## config.mk

```make
export PLATFORM = sky130hd
export DESIGN_NAME = usmg_ctrl
export DESIGN_NICKNAME = d
export VERILOG_FILES = /design/src/rtl/assert_macros.svh /design/src/rtl/usmg_pkg.sv /design/src/rtl/usmg_ctrl.sv
export SDC_FILE = /design/constraint.sdc
export NUM_CORES = 1
export LEC_CHECK = 0
export BUFFER_PORTS_ARGS = -buffer_cell sky130_fd_sc_hd__buf_2
export CORE_AREA = 2 2 39 41
export CTS_CLUSTER_SIZE = 24
export DETAILED_ROUTE_END_ITERATION = 7
export DIE_AREA = 0 0 41 43
export GPL_ROUTABILITY_DRIVEN = 0
export MAX_ROUTING_LAYER = met4
export PLACE_DENSITY = 0.69
export SLEW_MARGIN = 20
export SYNTH_ARGS = -nofsm -noshare
export SYNTH_HDL_FRONTEND = slang
export SYNTH_SLANG_ARGS = --single-unit
```

## constraint.sdc

```tcl
create_clock -name clock -period 3.05 [get_ports clock]
set_clock_uncertainty 0.15 [all_clocks]
set_input_delay 0.7625 -clock clock [delete_from_list [all_inputs] [get_ports clock]]
set_output_delay 0.7625 -clock clock [all_outputs]
set_load 0.05 [all_outputs]
```

## src/rtl/assert_macros.svh

```systemverilog
// Assertion macros for RTL that checks its own behavior.
// Depends on nothing; included by the top level of the sphere mesh generator.
`ifndef ASSERT_MACROS_SVH
`define ASSERT_MACROS_SVH

// Same-cycle implication, sampled on the rising clock edge.
`define USMG_ASSERT_IMPL(lbl, clk, rst, ante, cons, msg) \
   lbl: assert property (@(posedge clk) disable iff (rst) (ante) |-> (cons)) \
      else $error(msg);

// Next-cycle implication, sampled on the rising clock edge.
`define USMG_ASSERT_NEXT(lbl, clk, rst, ante, cons, msg) \
   lbl: assert property (@(posedge clk) disable iff (rst) (ante) |=> (cons)) \
      else $error(msg);

`endif

```

## src/rtl/usmg_pkg.sv

```systemverilog
// Shared types, codes and constants of the UV sphere mesh generator.
// Depends on nothing; used by the controller, datapath and top level.
package usmg_pkg;

   localparam int COUNT_W      = 11;
   localparam int RADIUS_W     = 24;
   localparam int CSR_DATA_W   = 24;
   localparam int CSR_INDEX_W  = 2;
   localparam int WORD_W       = 32;
   localparam int HALF_W       = 16;
   localparam int INDEX_W      = 2 * COUNT_W + 1;
   localparam int ATAN_ENTRIES = 24;

   localparam int MAX_DIVISIONS_DEFAULT = 1024;
   localparam int TRIG_STEPS_DEFAULT    = 16;

   // CORDIC start vector length, compensating the gain, in Q2.30.
   localparam logic signed [33:0] CORDIC_GAIN = 34'sd652032874;

   // Configuration register indexes.
   localparam logic [CSR_INDEX_W-1:0] CSR_RADIUS = 2'd0;
   localparam logic [CSR_INDEX_W-1:0] CSR_SLICES = 2'd1;
   localparam logic [CSR_INDEX_W-1:0] CSR_STACKS = 2'd2;

   // Result kinds.
   localparam logic [1:0] KIND_VERTEX   = 2'd0;
   localparam logic [1:0] KIND_TRIANGLE = 2'd1;
   localparam logic [1:0] KIND_FINISHED = 2'd2;

   typedef enum logic [1:0] {
      PHASE_VERTEX,
      PHASE_TRIANGLE,
      PHASE_DONE
   } phase_type;

   typedef enum logic [3:0] {
      ST_SETUP_INIT,
      ST_SETUP_RUN,
      ST_IDLE,
      ST_TH_LOAD,
      ST_TH_RUN,
      ST_PH_LOAD,
      ST_PH_RUN,
      ST_PH_SAVE,
      ST_MUL,
      ST_EMIT
   } state_type;

   typedef struct packed {
      logic restart;
   } req_payload_type;

   typedef struct packed {
      logic [1:0]               kind;
      logic signed [WORD_W-1:0] word_a;
      logic signed [WORD_W-1:0] word_b;
      logic signed [WORD_W-1:0] word_c;
      logic signed [HALF_W-1:0] normal_x;
      logic signed [HALF_W-1:0] normal_y;
      logic signed [HALF_W-1:0] normal_z;
      logic [HALF_W-1:0]        tex_s;
      logic [HALF_W-1:0]        tex_t;
      logic                     last;
   } rsp_payload_type;

   // Commands from the controller to the datapath.
   typedef struct packed {
      logic seq_restart;
      logic div_init;
      logic div_step;
      logic cordic_load;
      logic cordic_sel_phi;
      logic cordic_step;
      logic save_theta;
      logic save_phi;
      logic mul_init;
      logic mul_run;
      logic emit;
   } cmd_type;

   // Status from the datapath to the controller.
   typedef struct packed {
      logic div_last;
      logic cordic_last;
      logic mul_last;
      logic rsp_free;
      logic vertex_phase;
   } status_type;

   // Arctangent of 2^-k as a fraction of a full turn, 2^32 per turn.
   function automatic logic [31:0] atan_turn(input logic [4:0] k);
      logic [31:0] a;
      case (k)
         5'd0:    a = 32'h20000000;
         5'd1:    a = 32'h12E4051E;
         5'd2:    a = 32'h09FB385B;
         5'd3:    a = 32'h051111D4;
         5'd4:    a = 32'h028B0D43;
         5'd5:    a = 32'h0145D7E1;
         5'd6:    a = 32'h00A2F61E;
         5'd7:    a = 32'h00517C55;
         5'd8:    a = 32'h0028BE53;
         5'd9:    a = 32'h00145F2F;
         5'd10:   a = 32'h000A2F98;
         5'd11:   a = 32'h000517CC;
         5'd12:   a = 32'h00028BE6;
         5'd13:   a = 32'h000145F3;
         5'd14:   a = 32'h0000A2FA;
         5'd15:   a = 32'h0000517D;
         5'd16:   a = 32'h000028BE;
         5'd17:   a = 32'h0000145F;
         5'd18:   a = 32'h00000A30;
         5'd19:   a = 32'h00000518;
         5'd20:   a = 32'h0000028C;
         5'd21:   a = 32'h00000146;
         5'd22:   a = 32'h000000A3;
         5'd23:   a = 32'h00000051;
         default: a = 32'h00000000;
      endcase
      return a;
   endfunction

endpackage

```

## src/rtl/usmg_ctrl.sv

```systemverilog
// Controller state machine of the sphere mesh generator: sequences setup,
// the two CORDIC passes, the multiplies and the result hand-off. Uses usmg_pkg.
module usmg_ctrl (
   input  logic                 clock,
   input  logic                 reset,
   input  logic                 req_valid,
   input  logic                 req_restart,
   output logic                 req_ready,
   input  logic                 csr_write_en,
   input  logic [usmg_pkg::CSR_INDEX_W-1:0] csr_index,
   input  usmg_pkg::status_type status,
   output usmg_pkg::cmd_type    cmd
);
   import usmg_pkg::*;

   state_type state_ff;
   state_type state_in;
   logic      csr_known;
   logic      accept;

   assign csr_known = csr_write_en &&
                      (csr_index == CSR_RADIUS || csr_index == CSR_SLICES ||
                       csr_index == CSR_STACKS);
   assign accept    = req_valid && (state_ff == ST_IDLE);

   // Next state.
   always_comb begin
      state_in = state_ff;
      unique case (state_ff)
         ST_SETUP_INIT: state_in = ST_SETUP_RUN;
         ST_SETUP_RUN: begin
            if (status.div_last) state_in = ST_IDLE;
         end
         ST_IDLE: begin
            if (accept) begin
               state_in = (req_restart || status.vertex_phase) ? ST_TH_LOAD : ST_EMIT;
            end
         end
         ST_TH_LOAD: state_in = ST_TH_RUN;
         ST_TH_RUN: begin
            if (status.cordic_last) state_in = ST_PH_LOAD;
         end
         ST_PH_LOAD: state_in = ST_PH_RUN;
         ST_PH_RUN: begin
            if (status.cordic_last) state_in = ST_PH_SAVE;
         end
         ST_PH_SAVE: state_in = ST_MUL;
         ST_MUL: begin
            if (status.mul_last) state_in = ST_EMIT;
         end
         ST_EMIT: begin
            if (status.rsp_free) state_in = ST_IDLE;
         end
         default: state_in = ST_SETUP_INIT;
      endcase
      // A register write may change the counts, so the step constants are rebuilt.
      if (csr_known) state_in = ST_SETUP_INIT;
   end

   // Outputs.
   always_comb begin
      cmd       = '0;
      req_ready = 1'b0;
      unique case (state_ff)
         ST_SETUP_INIT: begin
            cmd.seq_restart = 1'b1;
            cmd.div_init    = 1'b1;
         end
         ST_SETUP_RUN: cmd.div_step = 1'b1;
         ST_IDLE: begin
            req_ready       = 1'b1;
            cmd.seq_restart = accept && req_restart;
         end
         ST_TH_LOAD: cmd.cordic_load = 1'b1;
         ST_TH_RUN:  cmd.cordic_step = 1'b1;
         ST_PH_LOAD: begin
            cmd.save_theta     = 1'b1;
            cmd.cordic_load    = 1'b1;
            cmd.cordic_sel_phi = 1'b1;
         end
         ST_PH_RUN: cmd.cordic_step = 1'b1;
         ST_PH_SAVE: begin
            cmd.save_phi = 1'b1;
            cmd.mul_init = 1'b1;
         end
         ST_MUL:  cmd.mul_run = 1'b1;
         ST_EMIT: cmd.emit    = status.rsp_free;
         default: cmd = '0;
      endcase
   end

   always_ff @(posedge clock) begin
      if (reset) begin
         state_ff <= ST_SETUP_INIT;
      end else begin
         state_ff <= state_in;
      end
   end

endmodule

```

==> results.env <==
STATUS='finished clean'
WIRE_LENGTH_OF_THE_FIRST_GLOBAL_ROUTING_PASS_MICRONS=1660
FINAL_SETUP_VIOLATING_ENDPOINTS=0
CTS_MADE_BUFFERS=3
CTS_MAX_LEVEL=1
FP.DIEH_MICRONS=43
POST_CTS.REPAIR.SETUP_BUFFERS=0
YOSYSUNIQUECELLTYPES=27
CTS-ROOT-TO-SINK-BUFFERS=2
PLACED_AREA_SQ_UM=519
HOLDPATHSTAGES=1
MAXCLOCKFREQUENCY_MHz=380
STATIC_LEAKAGE_nW=0.251
SYNTH-SEQ-AREA-SHARE=0.188
TIMING.CRITICAL_PATH.FROM_TYPE='register'
POST-ROUTE-CELL-AREA_SQ_UM=542
TIMING_WORST_SETUP_PATH_TYPE='register to primary output'
CTS_TREE='done'
DETAILEDPLACEMENTHPWL_MICRONS=714
LARGESTREGISTERS='state_ff (4)'
GRT_START_MAX_NET_PINS=18
NFILLCELLS=159
TIMING.CRITICAL_PATH.REQUIRED_NS=2.14
DETAILEDROUTE.FIRSTITERATIONVIOLATIONS=1
DRT_PRE_ANTENNA_ITERS=2
POST_SYNTH_INSTANCE_AREA_SQ_UM=425
TIMING.CRITICAL_PATH.FANOUT_MAX=17
TOTAL_POWER_DENSITY_PER_CELL_AREA_nW_PER_UM2=425
N_ANTENNA_CELL=0
CRITPATHARRIVALTIME_NS=1.72
CLOCKROOTBUFFER='clkbuf_4'
DETAILROUTE.VIA_COUNT=457
CRITICAL-PATH-SLOWEST-CELL='dfxtp_1'
DRT_DRC_VIOLATIONS_LEFT=0
HOLDWS_NS=0.443
REGISTER_AREA_SQ_UM=80.1
PATH_BUF_INV=1
CELLS_TRAVERSED_ALONG_THE_WORST_TIMING_PATH='or2b_2 > nor3_1 > buf_2'
START_UTIL=0.307
MULTIINPUTGATEAREA_SQ_UM=300
WORSTSKEWPAIRLATENCY_NS=0.24
RR_STARTPOINT='state_ff[0]'
CRITICAL-PATH-TOP-DELAY-FAMILY='flip-flops'
REG2REG_TO='state_ff[0]'
FINAL_ANTENNA_NET_COUNT=0
GR-USAGE-ALL-LAYERS=0.141
FRACTION_OF_LAYOUT_INSTANCES_USING_A_DRIVE_STRENGTH_ABOVE_1=0.434
FIRST_ELEMENT_OF_THE_CRITICAL_PATH='state_ff[0]'
HOLDBUFCOUNTCTS=0
DRT-WIRELENGTH-PER-CELL_MICRONS=10.8
TIMING.HOLD.WORST.START='state_ff[3]'
SYNTH_TOP_AREA_FRAC=0.188
NUMCLOCKSINKS=4
TIMING.FINAL.HOLD_VIOLATIONS=0
FINAL_NET_COUNT=90
PEAKVDDDROP_V=0.000141
NUM_ROWS=14
HOLD_PATH_END='state_ff[2]'
PIN_COUNT=24
CELL_TAKING_THE_MOST_AREA_AFTER_SYNTHESIS='dfxtp_1'
FLOORPLAN.DIE_AREA_SQ_UM=1760
LARGEST_REG_FLOPS=4
WORST_R2R_PATH_DEPTH=4
DIE_WIDTH_MICRONS=41
TIMING.CRITICAL_PATH.TO_TYPE='primary output'
MAXCAPVIOLCOUNT=0
SLEW_HEADROOM=0.615
PORT_BUFFERS=23
PATH_CLK_SLEW_NS=0.04
FINAL_MAX_SLEW_VIOL_COUNT=0
NETLIST_INSTANCES=57
SYN_AVG_CELL_AREA_SQ_UM=7.46
VIAS_PER_CELL=4.97
AREA.GROWTH.SYNTH_TO_FINAL_PCT=27.4
OVERFLOW=0
REGTOREGSETUPSLACK_NS=1.18
WORST_PIN_SLEW_NS=0.576
TOP_REGISTER='state_ff'
TIMING.FINAL.CRIT_PERIOD_NS=2.63
WIRELENGTH_MICRONS=992
CPPEAKSTAGEDELAY_NS=0.68
LAYOUT_WORST_PATH_CYCLE_SHARE=0.863
SYNTH.TOP_CELLS.BY_AREA='dfxtp_1, nor3_1, nand2_1'
SEQ_CELLS_POST_SYNTH=4
FIRST_GLOBAL_VIAS=405
FP.COREAREA_SQ_UM=1380
POSTSYNTHNETCOUNT=69
YOSYS_WARNINGS=0
ANTENNA_VIOLATIONS_BEFORE_REPAIR=0
SETUP-TNS-FINAL_NS=0
RSZ0062_AT_GRT='no'
WORSTHOLDPATHTYPE='register to register'
RESIZED_CELLS_POST_CTS=0
power breakdown:
group	internal, mW	leakage (nW)	total, mW	switching, mW
combinational	0.0334	0.205	0.0909	0.0575
sequential	0.0563	0.0326	0.0719	0.0156
clock	0.0441	0.0138	0.0674	0.0233
logic make-up (layout without fill, tap and decap cells):
logic type / Yosys count / count (layout) / share of synthesized area
compound gates: 9 / 9 / 0.144
xor+xnor: 2 / 2 / 0.0412
buf+inv: 8 / 27 / 0.132
flops: 4 / 4 / 0.188
mux: 3 / 3 / 0.0823
simple gates: 31 / 31 / 0.412
worst reg2reg max path, cell delays in order, from the launching register on:
cell	delay, ns
dfxtp_1	0.68
mux2_4	0.35
or3_1	0.34
nand3_2	0.11
mux2i_1	0.17
final cells by class:
type,count,area share
multi-input combinational,45,0.554
timing repair buffer,23,0.212
sequential,4,0.148
clock buffer,3,0.0416
tap,16,0.0370
inverter,1,0.00693
per-layer routing:
| layer | track usage | routed length (microns) | vias to the layer above |
|---|---|---|---|
| met3 | 0.0157 | 51 | 2 |
| met4 | 0.100 | 15 | 0 |
| met5 | - | 0 | - |
| met2 | 0.200 | 466 | 17 |
| li1 | - | - | 244 |
| met1 | 0.177 | 459 | 194 |
cell usage in the layout (no fill, tap or decap):
cell type / count
a2111oi_2: 1
a211oi_1: 1
a21oi_1: 3
buf_2: 23
clkbuf_4: 3
dfxtp_1: 4
inv_1: 1
mux2_4: 1
mux2i_1: 2
nand2_1: 7
nand2b_1: 4
nand3_2: 1
nand3b_1: 1
nor2_1: 4
nor3_1: 6
nor3_2: 1
nor3b_1: 2
nor3b_2: 1
nor4_1: 1
o2111a_1: 1
o21ai_0: 2
o21ai_2: 1
or2b_2: 1
or3_1: 1
or4_1: 1
xnor2_1: 2
cells in the mapped netlist:
cell type and number:
buf_6 2, buf_4 3, inv_1 1, nand3b_1 1, a21oi_1 3, buf_1 1
or4_1 1, xnor2_1 2, nor3b_1 2, o21ai_0 2, or2b_2 1, o21ai_2 1
clkbuf_1 1, mux2_4 1, dfxtp_1 4, nand3_2 1, nor3b_2 1, or3_1 1
o2111a_1 1, nor3_1 7, nor4_1 1, a2111oi_0 1, nand2b_1 4, a211oi_1 1
nand2_1 7, mux2i_1 2, nor2_1 4
worst max path at each step:
stage	end	slack [ns]	cells past startpoint
final	cmd[8]	0.42	3
after global routing	cmd[8]	0.30	3
after CTS	cmd[8]	0.42	3
after detailed placement	cmd[10]	0.57	4
after global placement	cmd[10]	0.59	4
after floorplan	cmd[9]	0.07	2
per-stage QoR:
stage,total power [mW],worst slack (ns),cells,utilization
finish,0.230,0.419,92,0.392
global route,0.250,0.300,92,0.392
CTS,0.235,0.417,92,0.392
detailed placement,0.164,0.574,89,0.375
global placement,0.163,0.588,89,0.375
floorplan,0.150,0.0747,57,-
No activity file was read; power rests on OpenSTA's default activity.
