===== src/rtl/assert_macros.svh =====
// Assertion macros for RTL that checks its own behavior.
// Depends on nothing; included by the top level of the sphere mesh generator.
`ifndef ASSERT_MACROS_SVH
`define ASSERT_MACROS_SVH

// Same-cycle implication, sampled on the rising clock edge.
`define USMG_ASSERT_IMPL(lbl, clk, rst, ante, cons, msg) \
   lbl: assert property (@(posedge clk) disable iff (rst) (ante) |-> (cons)) \
      else $error(msg);

// Next-cycle implication, sampled on the rising clock edge.
`define USMG_ASSERT_NEXT(lbl, clk, rst, ante, cons, msg) \
   lbl: assert property (@(posedge clk) disable iff (rst) (ante) |=> (cons)) \
      else $error(msg);

`endif


===== src/rtl/usmg_pkg.sv =====
// Shared types, codes and constants of the UV sphere mesh generator.
// Depends on nothing; used by the controller, datapath and top level.
package usmg_pkg;

   localparam int COUNT_W      = 11;
   localparam int RADIUS_W     = 24;
   localparam int CSR_DATA_W   = 24;
   localparam int CSR_INDEX_W  = 2;
   localparam int WORD_W       = 32;
   localparam int HALF_W       = 16;
   localparam int INDEX_W      = 2 * COUNT_W + 1;
   localparam int ATAN_ENTRIES = 24;

   localparam int MAX_DIVISIONS_DEFAULT = 1024;
   localparam int TRIG_STEPS_DEFAULT    = 16;

   // CORDIC start vector length, compensating the gain, in Q2.30.
   localparam logic signed [33:0] CORDIC_GAIN = 34'sd652032874;

   // Configuration register indexes.
   localparam logic [CSR_INDEX_W-1:0] CSR_RADIUS = 2'd0;
   localparam logic [CSR_INDEX_W-1:0] CSR_SLICES = 2'd1;
   localparam logic [CSR_INDEX_W-1:0] CSR_STACKS = 2'd2;

   // Result kinds.
   localparam logic [1:0] KIND_VERTEX   = 2'd0;
   localparam logic [1:0] KIND_TRIANGLE = 2'd1;
   localparam logic [1:0] KIND_FINISHED = 2'd2;

   typedef enum logic [1:0] {
      PHASE_VERTEX,
      PHASE_TRIANGLE,
      PHASE_DONE
   } phase_type;

   typedef enum logic [3:0] {
      ST_SETUP_INIT,
      ST_SETUP_RUN,
      ST_IDLE,
      ST_TH_LOAD,
      ST_TH_RUN,
      ST_PH_LOAD,
      ST_PH_RUN,
      ST_PH_SAVE,
      ST_MUL,
      ST_EMIT
   } state_type;

   typedef struct packed {
      logic restart;
   } req_payload_type;

   typedef struct packed {
      logic [1:0]               kind;
      logic signed [WORD_W-1:0] word_a;
      logic signed [WORD_W-1:0] word_b;
      logic signed [WORD_W-1:0] word_c;
      logic signed [HALF_W-1:0] normal_x;
      logic signed [HALF_W-1:0] normal_y;
      logic signed [HALF_W-1:0] normal_z;
      logic [HALF_W-1:0]        tex_s;
      logic [HALF_W-1:0]        tex_t;
      logic                     last;
   } rsp_payload_type;

   // Commands from the controller to the datapath.
   typedef struct packed {
      logic seq_restart;
      logic div_init;
      logic div_step;
      logic cordic_load;
      logic cordic_sel_phi;
      logic cordic_step;
      logic save_theta;
      logic save_phi;
      logic mul_init;
      logic mul_run;
      logic emit;
   } cmd_type;

   // Status from the datapath to the controller.
   typedef struct packed {
      logic div_last;
      logic cordic_last;
      logic mul_last;
      logic rsp_free;
      logic vertex_phase;
   } status_type;

   // Arctangent of 2^-k as a fraction of a full turn, 2^32 per turn.
   function automatic logic [31:0] atan_turn(input logic [4:0] k);
      logic [31:0] a;
      case (k)
         5'd0:    a = 32'h20000000;
         5'd1:    a = 32'h12E4051E;
         5'd2:    a = 32'h09FB385B;
         5'd3:    a = 32'h051111D4;
         5'd4:    a = 32'h028B0D43;
         5'd5:    a = 32'h0145D7E1;
         5'd6:    a = 32'h00A2F61E;
         5'd7:    a = 32'h00517C55;
         5'd8:    a = 32'h0028BE53;
         5'd9:    a = 32'h00145F2F;
         5'd10:   a = 32'h000A2F98;
         5'd11:   a = 32'h000517CC;
         5'd12:   a = 32'h00028BE6;
         5'd13:   a = 32'h000145F3;
         5'd14:   a = 32'h0000A2FA;
         5'd15:   a = 32'h0000517D;
         5'd16:   a = 32'h000028BE;
         5'd17:   a = 32'h0000145F;
         5'd18:   a = 32'h00000A30;
         5'd19:   a = 32'h00000518;
         5'd20:   a = 32'h0000028C;
         5'd21:   a = 32'h00000146;
         5'd22:   a = 32'h000000A3;
         5'd23:   a = 32'h00000051;
         default: a = 32'h00000000;
      endcase
      return a;
   endfunction

endpackage


===== src/rtl/usmg_stream_if.sv =====
// Valid/ready stream interface carrying one payload per transaction.
// Depends on nothing itself; the payload type, such as those of usmg_pkg, is chosen where it is instantiated.
interface usmg_stream_if #(
   parameter type payload_type = logic
) ();
   logic        valid;
   logic        ready;
   payload_type payload;

   modport source (output valid, output payload, input ready);
   modport sink   (input valid, input payload, output ready);
endinterface


===== src/rtl/usmg_dp.sv =====
// Datapath of the sphere mesh generator: configuration registers, step
// divider, angle accumulators, CORDIC unit, multiplier and result register.
// Uses usmg_pkg and usmg_stream_if.
module usmg_dp #(
   parameter int MAX_DIVISIONS = usmg_pkg::MAX_DIVISIONS_DEFAULT,
   parameter int TRIG_STEPS    = usmg_pkg::TRIG_STEPS_DEFAULT
) (
   input  logic                 clock,
   input  logic                 reset,
   input  logic                 csr_write_en,
   input  logic [usmg_pkg::CSR_INDEX_W-1:0] csr_index,
   input  logic [usmg_pkg::CSR_DATA_W-1:0]  csr_wdata,
   input  usmg_pkg::cmd_type    cmd,
   output usmg_pkg::status_type status,
   usmg_stream_if.source        rsp_chan
);
   import usmg_pkg::*;

   localparam int K_W       = $clog2(TRIG_STEPS);
   localparam int DIV_LANES = 4;
   localparam int DIV_W     = 33;
   localparam int DIV_CNT_W = 6;

   // Multiplier slot codes.
   localparam logic [2:0] MUL_NX   = 3'd0;
   localparam logic [2:0] MUL_NY   = 3'd1;
   localparam logic [2:0] MUL_PX   = 3'd2;
   localparam logic [2:0] MUL_PY   = 3'd3;
   localparam logic [2:0] MUL_PZ   = 3'd4;
   localparam logic [2:0] MUL_DONE = 3'd5;

   // Clamp a count to its legal range.
   function automatic logic [COUNT_W-1:0] clamp_count(input logic [COUNT_W-1:0] v,
                                                      input logic [COUNT_W-1:0] lo);
      logic [COUNT_W-1:0] r;
      if (v < lo) r = lo;
      else if (32'(v) > 32'(MAX_DIVISIONS)) r = COUNT_W'(MAX_DIVISIONS);
      else r = v;
      return r;
   endfunction

   // Advance a quotient/remainder pair by a fixed quotient/remainder step.
   function automatic logic [WORD_W+COUNT_W-1:0] frac_step(
      input logic [WORD_W-1:0]  q,
      input logic [COUNT_W-1:0] r,
      input logic [WORD_W-1:0]  dq,
      input logic [COUNT_W-1:0] dr,
      input logic [COUNT_W-1:0] d);
      logic [COUNT_W:0]   s;
      logic [WORD_W-1:0]  qn;
      logic [COUNT_W-1:0] rn;
      s = {1'b0, r} + {1'b0, dr};
      if (s >= {1'b0, d}) begin
         rn = COUNT_W'(s - {1'b0, d});
         qn = q + dq + WORD_W'(1);
      end else begin
         rn = s[COUNT_W-1:0];
         qn = q + dq;
      end
      return {qn, rn};
   endfunction

   // Round a Q2.30 value to Q1.15 and saturate.
   function automatic logic signed [HALF_W-1:0] q15_sat(input logic signed [WORD_W-1:0] n);
      logic signed [WORD_W:0] t;
      logic signed [HALF_W-1:0] r;
      t = ($signed({n[WORD_W-1], n}) + 33'sd16384) >>> 15;
      if (t > 33'sd32767) r = 16'sh7FFF;
      else if (t < -33'sd32768) r = 16'sh8000;
      else r = t[HALF_W-1:0];
      return r;
   endfunction

   // ---------------------------------------------------------------
   // Configuration registers.
   logic [RADIUS_W-1:0] radius_ff;
   logic [COUNT_W-1:0]  slices_ff;
   logic [COUNT_W-1:0]  stacks_ff;
   logic [COUNT_W-1:0]  s_cnt;
   logic [COUNT_W-1:0]  t_cnt;

   always_ff @(posedge clock) begin
      if (reset) begin
         radius_ff <= RADIUS_W'(65536);
         slices_ff <= COUNT_W'(16);
         stacks_ff <= COUNT_W'(8);
      end else if (csr_write_en) begin
         case (csr_index)
            CSR_RADIUS: radius_ff <= csr_wdata[RADIUS_W-1:0];
            CSR_SLICES: slices_ff <= csr_wdata[COUNT_W-1:0];
            CSR_STACKS: stacks_ff <= csr_wdata[COUNT_W-1:0];
            default:    radius_ff <= radius_ff;
         endcase
      end
   end

   assign s_cnt = clamp_count(slices_ff, COUNT_W'(3));
   assign t_cnt = clamp_count(stacks_ff, COUNT_W'(2));

   // ---------------------------------------------------------------
   // Step divider: four restoring lanes, one quotient bit a cycle, giving
   // 2^32/S, 2^15/S, 2^31/T and 2^15/T.
   logic [COUNT_W:0]       div_rem_ff [DIV_LANES];
   logic [DIV_W-1:0]       div_quo_ff [DIV_LANES];
   logic [COUNT_W:0]       div_rem_in [DIV_LANES];
   logic [DIV_W-1:0]       div_quo_in [DIV_LANES];
   logic [DIV_CNT_W-1:0]   div_cnt_ff;
   logic [DIV_CNT_W-1:0]   lane_exp   [DIV_LANES];
   logic [COUNT_W-1:0]     lane_div   [DIV_LANES];

   assign lane_exp[0] = DIV_CNT_W'(32);
   assign lane_exp[1] = DIV_CNT_W'(15);
   assign lane_exp[2] = DIV_CNT_W'(31);
   assign lane_exp[3] = DIV_CNT_W'(15);
   assign lane_div[0] = s_cnt;
   assign lane_div[1] = s_cnt;
   assign lane_div[2] = t_cnt;
   assign lane_div[3] = t_cnt;

   always_comb begin
      logic [COUNT_W:0] sh;
      for (int n = 0; n < DIV_LANES; n++) begin
         sh = {div_rem_ff[n][COUNT_W-1:0], (div_cnt_ff == lane_exp[n])};
         if (sh >= {1'b0, lane_div[n]}) begin
            div_rem_in[n] = sh - {1'b0, lane_div[n]};
            div_quo_in[n] = {div_quo_ff[n][DIV_W-2:0], 1'b1};
         end else begin
            div_rem_in[n] = sh;
            div_quo_in[n] = {div_quo_ff[n][DIV_W-2:0], 1'b0};
         end
      end
   end

   always_ff @(posedge clock) begin
      if (cmd.div_init) begin
         div_cnt_ff <= DIV_CNT_W'(DIV_W - 1);
         for (int n = 0; n < DIV_LANES; n++) begin
            div_rem_ff[n] <= '0;
            div_quo_ff[n] <= '0;
         end
      end else if (cmd.div_step) begin
         div_cnt_ff <= div_cnt_ff - DIV_CNT_W'(1);
         for (int n = 0; n < DIV_LANES; n++) begin
            div_rem_ff[n] <= div_rem_in[n];
            div_quo_ff[n] <= div_quo_in[n];
         end
      end
   end

   assign status.div_last = (div_cnt_ff == '0);

   // ---------------------------------------------------------------
   // Sequence state and angle accumulators.
   phase_type           phase_ff,    phase_in;
   logic [COUNT_W-1:0]  slice_ff,    slice_in;
   logic [COUNT_W-1:0]  stack_ff,    stack_in;
   logic                second_ff,   second_in;
   logic [WORD_W-1:0]   theta_q_ff,  theta_q_in;
   logic [COUNT_W-1:0]  theta_r_ff,  theta_r_in;
   logic [WORD_W-1:0]   phi_q_ff,    phi_q_in;
   logic [COUNT_W-1:0]  phi_r_ff,    phi_r_in;
   logic [HALF_W-1:0]   texs_q_ff,   texs_q_in;
   logic [COUNT_W-1:0]  texs_r_ff,   texs_r_in;
   logic [HALF_W-1:0]   text_q_ff,   text_q_in;
   logic [COUNT_W-1:0]  text_r_ff,   text_r_in;
   logic [INDEX_W-1:0]  base_ff,     base_in;

   logic [COUNT_W:0]    slice_next;
   logic [COUNT_W:0]    stack_next;
   logic [INDEX_W-1:0]  row_len;
   logic                middle;
   logic [WORD_W+COUNT_W-1:0] th_adv, ph_adv, ts_adv, tt_adv;

   assign slice_next = {1'b0, slice_ff} + (COUNT_W+1)'(1);
   assign stack_next = {1'b0, stack_ff} + (COUNT_W+1)'(1);
   assign row_len    = INDEX_W'(t_cnt) + INDEX_W'(1);
   assign middle     = (stack_ff != '0) && (stack_ff != t_cnt - COUNT_W'(1));

   assign th_adv = frac_step(theta_q_ff, theta_r_ff, div_quo_ff[0][WORD_W-1:0],
                             div_rem_ff[0][COUNT_W-1:0], s_cnt);
   assign ts_adv = frac_step(WORD_W'(texs_q_ff), texs_r_ff, div_quo_ff[1][WORD_W-1:0],
                             div_rem_ff[1][COUNT_W-1:0], s_cnt);
   assign ph_adv = frac_step(phi_q_ff, phi_r_ff, div_quo_ff[2][WORD_W-1:0],
                             div_rem_ff[2][COUNT_W-1:0], t_cnt);
   assign tt_adv = frac_step(WORD_W'(text_q_ff), text_r_ff, div_quo_ff[3][WORD_W-1:0],
                             div_rem_ff[3][COUNT_W-1:0], t_cnt);

   always_comb begin
      phase_in   = phase_ff;
      slice_in   = slice_ff;
      stack_in   = stack_ff;
      second_in  = second_ff;
      theta_q_in = theta_q_ff;
      theta_r_in = theta_r_ff;
      phi_q_in   = phi_q_ff;
      phi_r_in   = phi_r_ff;
      texs_q_in  = texs_q_ff;
      texs_r_in  = texs_r_ff;
      text_q_in  = text_q_ff;
      text_r_in  = text_r_ff;
      base_in    = base_ff;
      if (cmd.seq_restart) begin
         // Back to the first vertex; each accumulator starts at half its divisor.
         phase_in   = PHASE_VERTEX;
         slice_in   = '0;
         stack_in   = '0;
         second_in  = 1'b0;
         theta_q_in = '0;
         theta_r_in = s_cnt >> 1;
         texs_q_in  = '0;
         texs_r_in  = s_cnt >> 1;
         phi_q_in   = '0;
         phi_r_in   = t_cnt >> 1;
         text_q_in  = '0;
         text_r_in  = t_cnt >> 1;
         base_in    = '0;
      end else if (cmd.emit) begin
         case (phase_ff)
            PHASE_VERTEX: begin
               if (stack_next > {1'b0, t_cnt}) begin
                  // Next slice: stack angle restarts, slice angle steps.
                  stack_in   = '0;
                  phi_q_in   = '0;
                  phi_r_in   = t_cnt >> 1;
                  text_q_in  = '0;
                  text_r_in  = t_cnt >> 1;
                  theta_q_in = th_adv[WORD_W+COUNT_W-1:COUNT_W];
                  theta_r_in = th_adv[COUNT_W-1:0];
                  texs_q_in  = ts_adv[COUNT_W+HALF_W-1:COUNT_W];
                  texs_r_in  = ts_adv[COUNT_W-1:0];
                  if (slice_next > {1'b0, s_cnt}) begin
                     slice_in  = '0;
                     phase_in  = PHASE_TRIANGLE;
                     base_in   = '0;
                     second_in = 1'b0;
                  end else begin
                     slice_in = slice_next[COUNT_W-1:0];
                  end
               end else begin
                  stack_in  = stack_next[COUNT_W-1:0];
                  phi_q_in  = ph_adv[WORD_W+COUNT_W-1:COUNT_W];
                  phi_r_in  = ph_adv[COUNT_W-1:0];
                  text_q_in = tt_adv[COUNT_W+HALF_W-1:COUNT_W];
                  text_r_in = tt_adv[COUNT_W-1:0];
               end
            end
            PHASE_TRIANGLE: begin
               if (middle && !second_ff) begin
                  second_in = 1'b1;
               end else begin
                  second_in = 1'b0;
                  if (stack_next >= {1'b0, t_cnt}) begin
                     stack_in = '0;
                     base_in  = base_ff + row_len;
                     if (slice_next >= {1'b0, s_cnt}) begin
                        slice_in = '0;
                        phase_in = PHASE_DONE;
                     end else begin
                        slice_in = slice_next[COUNT_W-1:0];
                     end
                  end else begin
                     stack_in = stack_next[COUNT_W-1:0];
                  end
               end
            end
            default: phase_in = phase_ff;
         endcase
      end
   end

   always_ff @(posedge clock) begin
      if (reset) begin
         phase_ff  <= PHASE_VERTEX;
         slice_ff  <= '0;
         stack_ff  <= '0;
         second_ff <= 1'b0;
      end else begin
         phase_ff  <= phase_in;
         slice_ff  <= slice_in;
         stack_ff  <= stack_in;
         second_ff <= second_in;
      end
      theta_q_ff <= theta_q_in;
      theta_r_ff <= theta_r_in;
      phi_q_ff   <= phi_q_in;
      phi_r_ff   <= phi_r_in;
      texs_q_ff  <= texs_q_in;
      texs_r_ff  <= texs_r_in;
      text_q_ff  <= text_q_in;
      text_r_ff  <= text_r_in;
      base_ff    <= base_in;
   end

   assign status.vertex_phase = (phase_ff == PHASE_VERTEX);

   // ---------------------------------------------------------------
   // CORDIC unit, one rotation a cycle, shared by the two angles.
   logic signed [33:0]       cx_ff, cy_ff;
   logic signed [32:0]       cz_ff;
   logic [1:0]               quad_ff;
   logic [K_W-1:0]           kstep_ff;
   logic [WORD_W-1:0]        turn;
   logic signed [33:0]       dx, dy;
   logic signed [32:0]       atan_k;
   logic signed [WORD_W-1:0] map_c, map_s;
   logic signed [WORD_W-1:0] ct_ff, st_ff, cp_ff, sp_ff;

   assign turn   = cmd.cordic_sel_phi ? phi_q_ff : theta_q_ff;
   assign dx     = cy_ff >>> kstep_ff;
   assign dy     = cx_ff >>> kstep_ff;
   assign atan_k = $signed({1'b0, atan_turn(5'(kstep_ff))});

   always_ff @(posedge clock) begin
      if (cmd.cordic_load) begin
         cx_ff    <= CORDIC_GAIN;
         cy_ff    <= '0;
         cz_ff    <= $signed({3'b000, turn[29:0]});
         quad_ff  <= turn[31:30];
         kstep_ff <= '0;
      end else if (cmd.cordic_step) begin
         if (!cz_ff[32]) begin
            cx_ff <= cx_ff - dx;
            cy_ff <= cy_ff + dy;
            cz_ff <= cz_ff - atan_k;
         end else begin
            cx_ff <= cx_ff + dx;
            cy_ff <= cy_ff - dy;
            cz_ff <= cz_ff + atan_k;
         end
         kstep_ff <= kstep_ff + K_W'(1);
      end
   end

   assign status.cordic_last = (kstep_ff == K_W'(TRIG_STEPS - 1));

   // Quadrant fold of the rotated vector.
   always_comb begin
      case (quad_ff)
         2'd0: begin
            map_c = WORD_W'(cx_ff);
            map_s = WORD_W'(cy_ff);
         end
         2'd1: begin
            map_c = WORD_W'(-cy_ff);
            map_s = WORD_W'(cx_ff);
         end
         2'd2: begin
            map_c = WORD_W'(-cx_ff);
            map_s = WORD_W'(-cy_ff);
         end
         default: begin
            map_c = WORD_W'(cy_ff);
            map_s = WORD_W'(-cx_ff);
         end
      endcase
   end

   always_ff @(posedge clock) begin
      if (cmd.save_theta) begin
         ct_ff <= map_c;
         st_ff <= map_s;
      end
      if (cmd.save_phi) begin
         cp_ff <= map_c;
         sp_ff <= map_s;
      end
   end

   // ---------------------------------------------------------------
   // Shared multiplier: one product a cycle, rounded and written back in the next cycle.
   logic [2:0]               mul_cnt_ff;
   logic                     wb_valid_ff;
   logic [2:0]               wb_tag_ff;
   logic signed [65:0]       product_ff;
   logic signed [32:0]       mul_a, mul_b;
   logic signed [65:0]       prod_round;
   logic signed [32:0]       radius_s;
   logic signed [WORD_W-1:0] nx_ff, ny_ff, px_ff, py_ff, pz_ff;

   assign radius_s = $signed({9'b0, radius_ff});

   always_comb begin
      case (mul_cnt_ff)
         MUL_NX: begin
            mul_a = 33'(sp_ff);
            mul_b = 33'(ct_ff);
         end
         MUL_NY: begin
            mul_a = 33'(sp_ff);
            mul_b = 33'(st_ff);
         end
         MUL_PX: begin
            mul_a = radius_s;
            mul_b = 33'(nx_ff);
         end
         MUL_PY: begin
            mul_a = radius_s;
            mul_b = 33'(ny_ff);
         end
         MUL_PZ: begin
            mul_a = radius_s;
            mul_b = 33'(cp_ff);
         end
         default: begin
            mul_a = '0;
            mul_b = '0;
         end
      endcase
   end

   assign prod_round = (product_ff + (66'sd1 <<< 29)) >>> 30;

   always_ff @(posedge clock) begin
      if (cmd.mul_init) begin
         mul_cnt_ff  <= MUL_NX;
         wb_valid_ff <= 1'b0;
      end else if (cmd.mul_run) begin
         if (mul_cnt_ff != MUL_DONE) begin
            product_ff  <= mul_a * mul_b;
            wb_tag_ff   <= mul_cnt_ff;
            wb_valid_ff <= 1'b1;
            mul_cnt_ff  <= mul_cnt_ff + 3'd1;
         end else begin
            wb_valid_ff <= 1'b0;
         end
      end
      if (wb_valid_ff) begin
         case (wb_tag_ff)
            MUL_NX:  nx_ff <= prod_round[WORD_W-1:0];
            MUL_NY:  ny_ff <= prod_round[WORD_W-1:0];
            MUL_PX:  px_ff <= prod_round[WORD_W-1:0];
            MUL_PY:  py_ff <= prod_round[WORD_W-1:0];
            default: pz_ff <= prod_round[WORD_W-1:0];
         endcase
      end
   end

   assign status.mul_last = (mul_cnt_ff == MUL_DONE);

   // ---------------------------------------------------------------
   // Result formation and output register.
   rsp_payload_type     result;
   rsp_payload_type     rsp_ff;
   logic                rsp_valid_ff;
   logic [INDEX_W-1:0]  next_row;
   logic [INDEX_W-1:0]  j_ext;
   logic [INDEX_W-1:0]  ia, ib, ic;

   assign next_row = base_ff + row_len;
   assign j_ext    = INDEX_W'(stack_ff);

   always_comb begin
      if (stack_ff == '0) begin
         ia = base_ff;
         ib = base_ff + INDEX_W'(1);
         ic = next_row + INDEX_W'(1);
      end else if (stack_ff == t_cnt - COUNT_W'(1)) begin
         ia = base_ff + j_ext;
         ib = base_ff + j_ext + INDEX_W'(1);
         ic = next_row + j_ext;
      end else if (!second_ff) begin
         ia = base_ff + j_ext;
         ib = base_ff + j_ext + INDEX_W'(1);
         ic = next_row + j_ext + INDEX_W'(1);
      end else begin
         ia = next_row + j_ext;
         ib = base_ff + j_ext;
         ic = next_row + j_ext + INDEX_W'(1);
      end
   end

   always_comb begin
      result = '0;
      case (phase_ff)
         PHASE_VERTEX: begin
            result.kind     = KIND_VERTEX;
            result.word_a   = px_ff;
            result.word_b   = py_ff;
            result.word_c   = pz_ff;
            result.normal_x = q15_sat(nx_ff);
            result.normal_y = q15_sat(ny_ff);
            result.normal_z = q15_sat(cp_ff);
            result.tex_s    = texs_q_ff;
            result.tex_t    = text_q_ff;
         end
         PHASE_TRIANGLE: begin
            result.kind   = KIND_TRIANGLE;
            result.word_a = $signed(WORD_W'(ia));
            result.word_b = $signed(WORD_W'(ib));
            result.word_c = $signed(WORD_W'(ic));
            result.last   = (slice_ff == s_cnt - COUNT_W'(1)) &&
                            (stack_ff == t_cnt - COUNT_W'(1));
         end
         default: result.kind = KIND_FINISHED;
      endcase
   end

   always_ff @(posedge clock) begin
      if (reset) begin
         rsp_valid_ff <= 1'b0;
      end else if (cmd.emit) begin
         rsp_valid_ff <= 1'b1;
      end else if (rsp_chan.ready) begin
         rsp_valid_ff <= 1'b0;
      end
      if (cmd.emit) begin
         rsp_ff <= result;
      end
   end

   assign status.rsp_free  = !rsp_valid_ff || rsp_chan.ready;
   assign rsp_chan.valid   = rsp_valid_ff;
   assign rsp_chan.payload = rsp_ff;

endmodule


===== src/flat_wrapper.sv =====
// flat-port wrapper written by rule: the top's interface ports become plain ports
module usmg_dp_flat import usmg_pkg::*;
#(
   parameter int MAX_DIVISIONS = usmg_pkg::MAX_DIVISIONS_DEFAULT,
   parameter int TRIG_STEPS    = usmg_pkg::TRIG_STEPS_DEFAULT
)
  (clock, reset, csr_write_en, csr_index, csr_wdata, cmd, status, rsp_chan_valid, rsp_chan_payload, rsp_chan_ready);
  usmg_stream_if rsp_chan_i ();
  input  logic clock;
  input  logic reset;
  input  logic csr_write_en;
  input  logic [usmg_pkg::CSR_INDEX_W-1:0] csr_index;
  input  logic [usmg_pkg::CSR_DATA_W-1:0] csr_wdata;
  input  usmg_pkg::cmd_type cmd;
  output usmg_pkg::status_type status;
  output wire logic [$bits(rsp_chan_i.valid)-1:0] rsp_chan_valid;
  output wire logic [$bits(rsp_chan_i.payload)-1:0] rsp_chan_payload;
  input wire logic [$bits(rsp_chan_i.ready)-1:0] rsp_chan_ready;
  assign rsp_chan_valid = rsp_chan_i.valid;
  assign rsp_chan_payload = rsp_chan_i.payload;
  assign rsp_chan_i.ready = rsp_chan_ready;
  usmg_dp #(.MAX_DIVISIONS(MAX_DIVISIONS), .TRIG_STEPS(TRIG_STEPS)) u_core (.clock(clock), .reset(reset), .csr_write_en(csr_write_en), .csr_index(csr_index), .csr_wdata(csr_wdata), .cmd(cmd), .status(status), .rsp_chan(rsp_chan_i));
endmodule

===== config.mk =====
export PLATFORM = sky130hd
export DESIGN_NAME = usmg_dp_flat
export DESIGN_NICKNAME = d
export VERILOG_FILES = /design/src/rtl/assert_macros.svh /design/src/rtl/usmg_pkg.sv /design/src/rtl/usmg_stream_if.sv /design/src/rtl/usmg_dp.sv /design/src/flat_wrapper.sv
export SDC_FILE = /design/constraint.sdc
export NUM_CORES = 1
export LEC_CHECK = 0
export BUFFER_PORTS_ARGS = -buffer_cell sky130_fd_sc_hd__buf_4
export CORE_UTILIZATION = 35
export CTS_CLUSTER_SIZE = 24
export DETAILED_ROUTE_END_ITERATION = 6
export SETUP_SLACK_MARGIN = 0.4
export SLEW_MARGIN = 10
export SYNTH_ARGS = -nofsm -noshare
export SYNTH_HDL_FRONTEND = slang
export SYNTH_SLANG_ARGS = --single-unit

===== constraint.sdc =====
create_clock -name clock -period 5.6 [get_ports clock]
set_clock_uncertainty 0.2 [all_clocks]
set_input_delay 1.12 -clock clock [delete_from_list [all_inputs] [get_ports clock]]
set_output_delay 1.12 -clock clock [all_outputs]
set_load 0.01 [all_outputs]

==> reports/qor.txt <==
CP cell instances - ha_1, nand3_1, or2_2, inv_1, nand3_1, nor2_1, xor2_1, ha_1, and4_1, nand4_1, nor3_1, mux2i_1, buf_4, nor3b_2, a41o_1
Die height - 117 um
Setup TNS - 0 ps
Critical Path Start Type - register
Slew @ Worst Pin - 915 ps
Starting Density - 36.1%
Max incr delay on CP - 550 ps
Drt first-iter violations - 189
Register-to-Register Path Depth - 15
#FFs+latches synth - 62
Max Cap Viol - 0
RSZ-0062 raised after global routing - no
Slew HR - 38.6%
Data arrival time of the critical path - 4570 ps
Routed Antenna Nets - 0
Die ar. - 0.0136 mm2
Die W - 117 um
Core area - 0.0127 mm2
DR pass1 iterations - 6
Latest clock arrival within the worst-skew pair - 330 ps
Largest net degree at the start of global routing - 26
Syn_nets - 668
Hold Path Class - reg2reg
DR WL/cell - 15.0 um
Inst Count DP - 763
Hold Crit Depth - 2
Vias in the first global route - 3977
Layout cell share with drive strength beyond 1 - 11.2%
Grt ovf - 0
YS warnings - 0
CP endpoint - u_core.slice_ff[2]
Min Tclk post-route - 4500 ps
Post-synth ARST share - 0%
Initial antenna violation count - 0
Yosys cell types - 74
Power Density - 229 mW/mm2
Num rows - 41
Max Fclk - 0.222 GHz
Final hold vios - 0
Routed length on met2 - 5.38 mm
Finish-stage setup viols - 0
Post-cts resize count - 0
CP Capture Type - register
Detailed-route wire length - 11.7 mm
I/O pin count - 48
GPL Wtd Cong - 0.874
Critical path type - reg2reg
Reg2reg end - u_core.slice_ff[2]
Vias per cell - 5.53
Post-DP HPWL - 8.89 mm
Total CTS buffers - 9
Cell taking the most area after synthesis - dfxtp_1
Final Slew Violations - 0
Reg2reg start - u_core.slice_ff[0]
Ys flop type - dfxtp_1
Met1 Wirelength - 5.65 mm
CP Max Fanout - 11
Outcome - finished, final reports clean
R2R Setup Slk - 1100 ps
Global Route Usage Sum - 18.4%
Area growth syn-to-layout - 12.9%
# DRC - 0
PortBufs - 31
Vias - 4305
CTS tree - built
Slowest-stage cell, CP - nor3_1
Root buffer cell - clkbuf_16
Nets - 674
First-pass GRT wire length - 19.5 mm
CTS sink cnt - 62
Mapped Cells - 596
Synth Cell Area - 0.00460 mm2
Top cells by count, synth - nand2_1, dfxtp_1, nor2_1, a21oi_1
Dominant cells by area after synthesis - dfxtp_1, ha_1, nand2_1, a21oi_1, nor2_1
Top-count cell post-synth - nand2_1
Metal3 WL - 511 um
EDFF count, synth - 1
H-tree levels - 3
Period utilization - 80.3%
Sequential element share of the synthesized area - 27.2%
Layout Cells excl Fill - 779
Top Metal Used - met4
Maximum vdd drop - 0.177 mV
CTS Buffer Depth - 2
Syn avg cell area - 7.71 um2
# diodes - 0
Leakage - 2.11 nW
Synth top area share - 26.6%
Total setup buffers inserted after CTS - 0
Critical Path RT - 5670 ps
Hold Buf Count CTS - 0
Worst Setup SP - u_core.slice_ff[0]
Worst-path clk slew - 50 ps
## cell usage in the layout (no fill, tap or decap), types with 3 or more instances in the layout
cell / n
nand2_1: 80
or3_1: 4
nor3_1: 18
o31ai_1: 4
inv_1: 20
xor2_1: 20
nor2_1: 49
and3_1: 10
a21oi_1: 42
clkbuf_16: 9
ha_1: 31
o21a_1: 3
a21o_1: 4
nor2b_1: 7
nand3_1: 15
nand4_1: 12
o21bai_1: 3
a31oi_1: 3
buf_4: 34
mux2i_1: 18
o211ai_1: 7
nor3b_1: 3
dfxtp_1: 61
or2_2: 5
o21ai_0: 21
nor4b_1: 3
clkbuf_1: 3
nand2b_1: 14
nor4_1: 9
a31o_2: 3
o2bb2ai_1: 6
and2_1: 6
xnor2_1: 20
a211oi_1: 11
## worst min-delay path by stage
stage / start / endpoint / slack (ps)
floorplan: u_core.stacks_ff[0] / u_core.stacks_ff[0] / 250
global placement: u_core.div_cnt_ff[1] / u_core.div_cnt_ff[1] / 280
detailed placement: u_core.stacks_ff[0] / u_core.stacks_ff[0] / 300
CTS: u_core.stacks_ff[0] / u_core.stacks_ff[0] / 310
global route: u_core.div_cnt_ff[1] / u_core.div_cnt_ff[1] / 320
finish: u_core.div_cnt_ff[1] / u_core.div_cnt_ff[1] / 300
## flip-flops by register name (all words and copies together), names as in the netlist
register / cells
u_core.rsp_chan.valid: 1
u_core.slices_ff: 11
u_core.stacks_ff: 11
u_core.slice_ff: 11
u_core.kstep_ff: 4
u_core.second_ff: 1
u_core.stack_ff: 11
u_core.div_cnt_ff: 6
u_core.rsp_chan.payload: 1
u_core.mul_cnt_ff: 3
u_core.phase_ff: 2
## critical path, delay by kind of cell, from the launching register on
kind / cells / cell delay (ps)
DFF: 1 / 430
and+or+nand+nor: 8 / 2340
xor gates and xnor gates: 1 / 110
adders and majority gates: 2 / 590
buffers and inverters: 2 / 270
muxes: 1 / 250
AOI/OAI and AO/OA: 1 / 250
## report_power, final
part | internal, mW | total (mW) | switching (mW)
clock | 0.343 | 0.541 | 0.198
sequential | 0.459 | 0.479 | 0.0203
combinational | 0.0736 | 0.167 | 0.0937
total | 0.876 | 1.19 | 0.312
## per-layer routing
| layer | track usage (%) | vias up |
|---|---|---|
| li1 | - | 2146 |
| met1 | 24.7 | 2038 |
| met2 | 29.5 | 105 |
| met3 | 4.05 | 16 |
| met4 | 5.74 | 0 |
| met5 | 0 | - |
## layout make-up
class                      count  area [um2]
sequential                    62        1250
multi-input combinational    475        3110
fill                        1359        7530
timing repair buffer          34         255
clock inverter                 4        46.3
clock buffer                  12         236
inverter                      20        75.1
tap                          172         215
## kinds of logic after synthesis
group	Yosys count	share of synthesized area, %
fa+ha+maj	31	8.44
buf+inv	59	5.12
flops	62	27.2
mux	19	4.16
compound gates	132	19.2
simple gates	253	28.2
xor+xnor	40	7.62
## per-stage QoR
step,utilization (%),instance area [um2],power (mW),setup slack (ps),hold WS (ps)
after floorplan,-,4600,0.603,1900,254
after global placement,38.6,4910,0.650,1250,281
after detailed placement,38.6,4910,0.655,1200,298
after CTS,40.8,5190,1.20,1160,306
after global routing,40.8,5190,1.24,843,322
final,40.8,5190,1.19,1100,302
No activity file was read; power rests on OpenSTA's default activity.
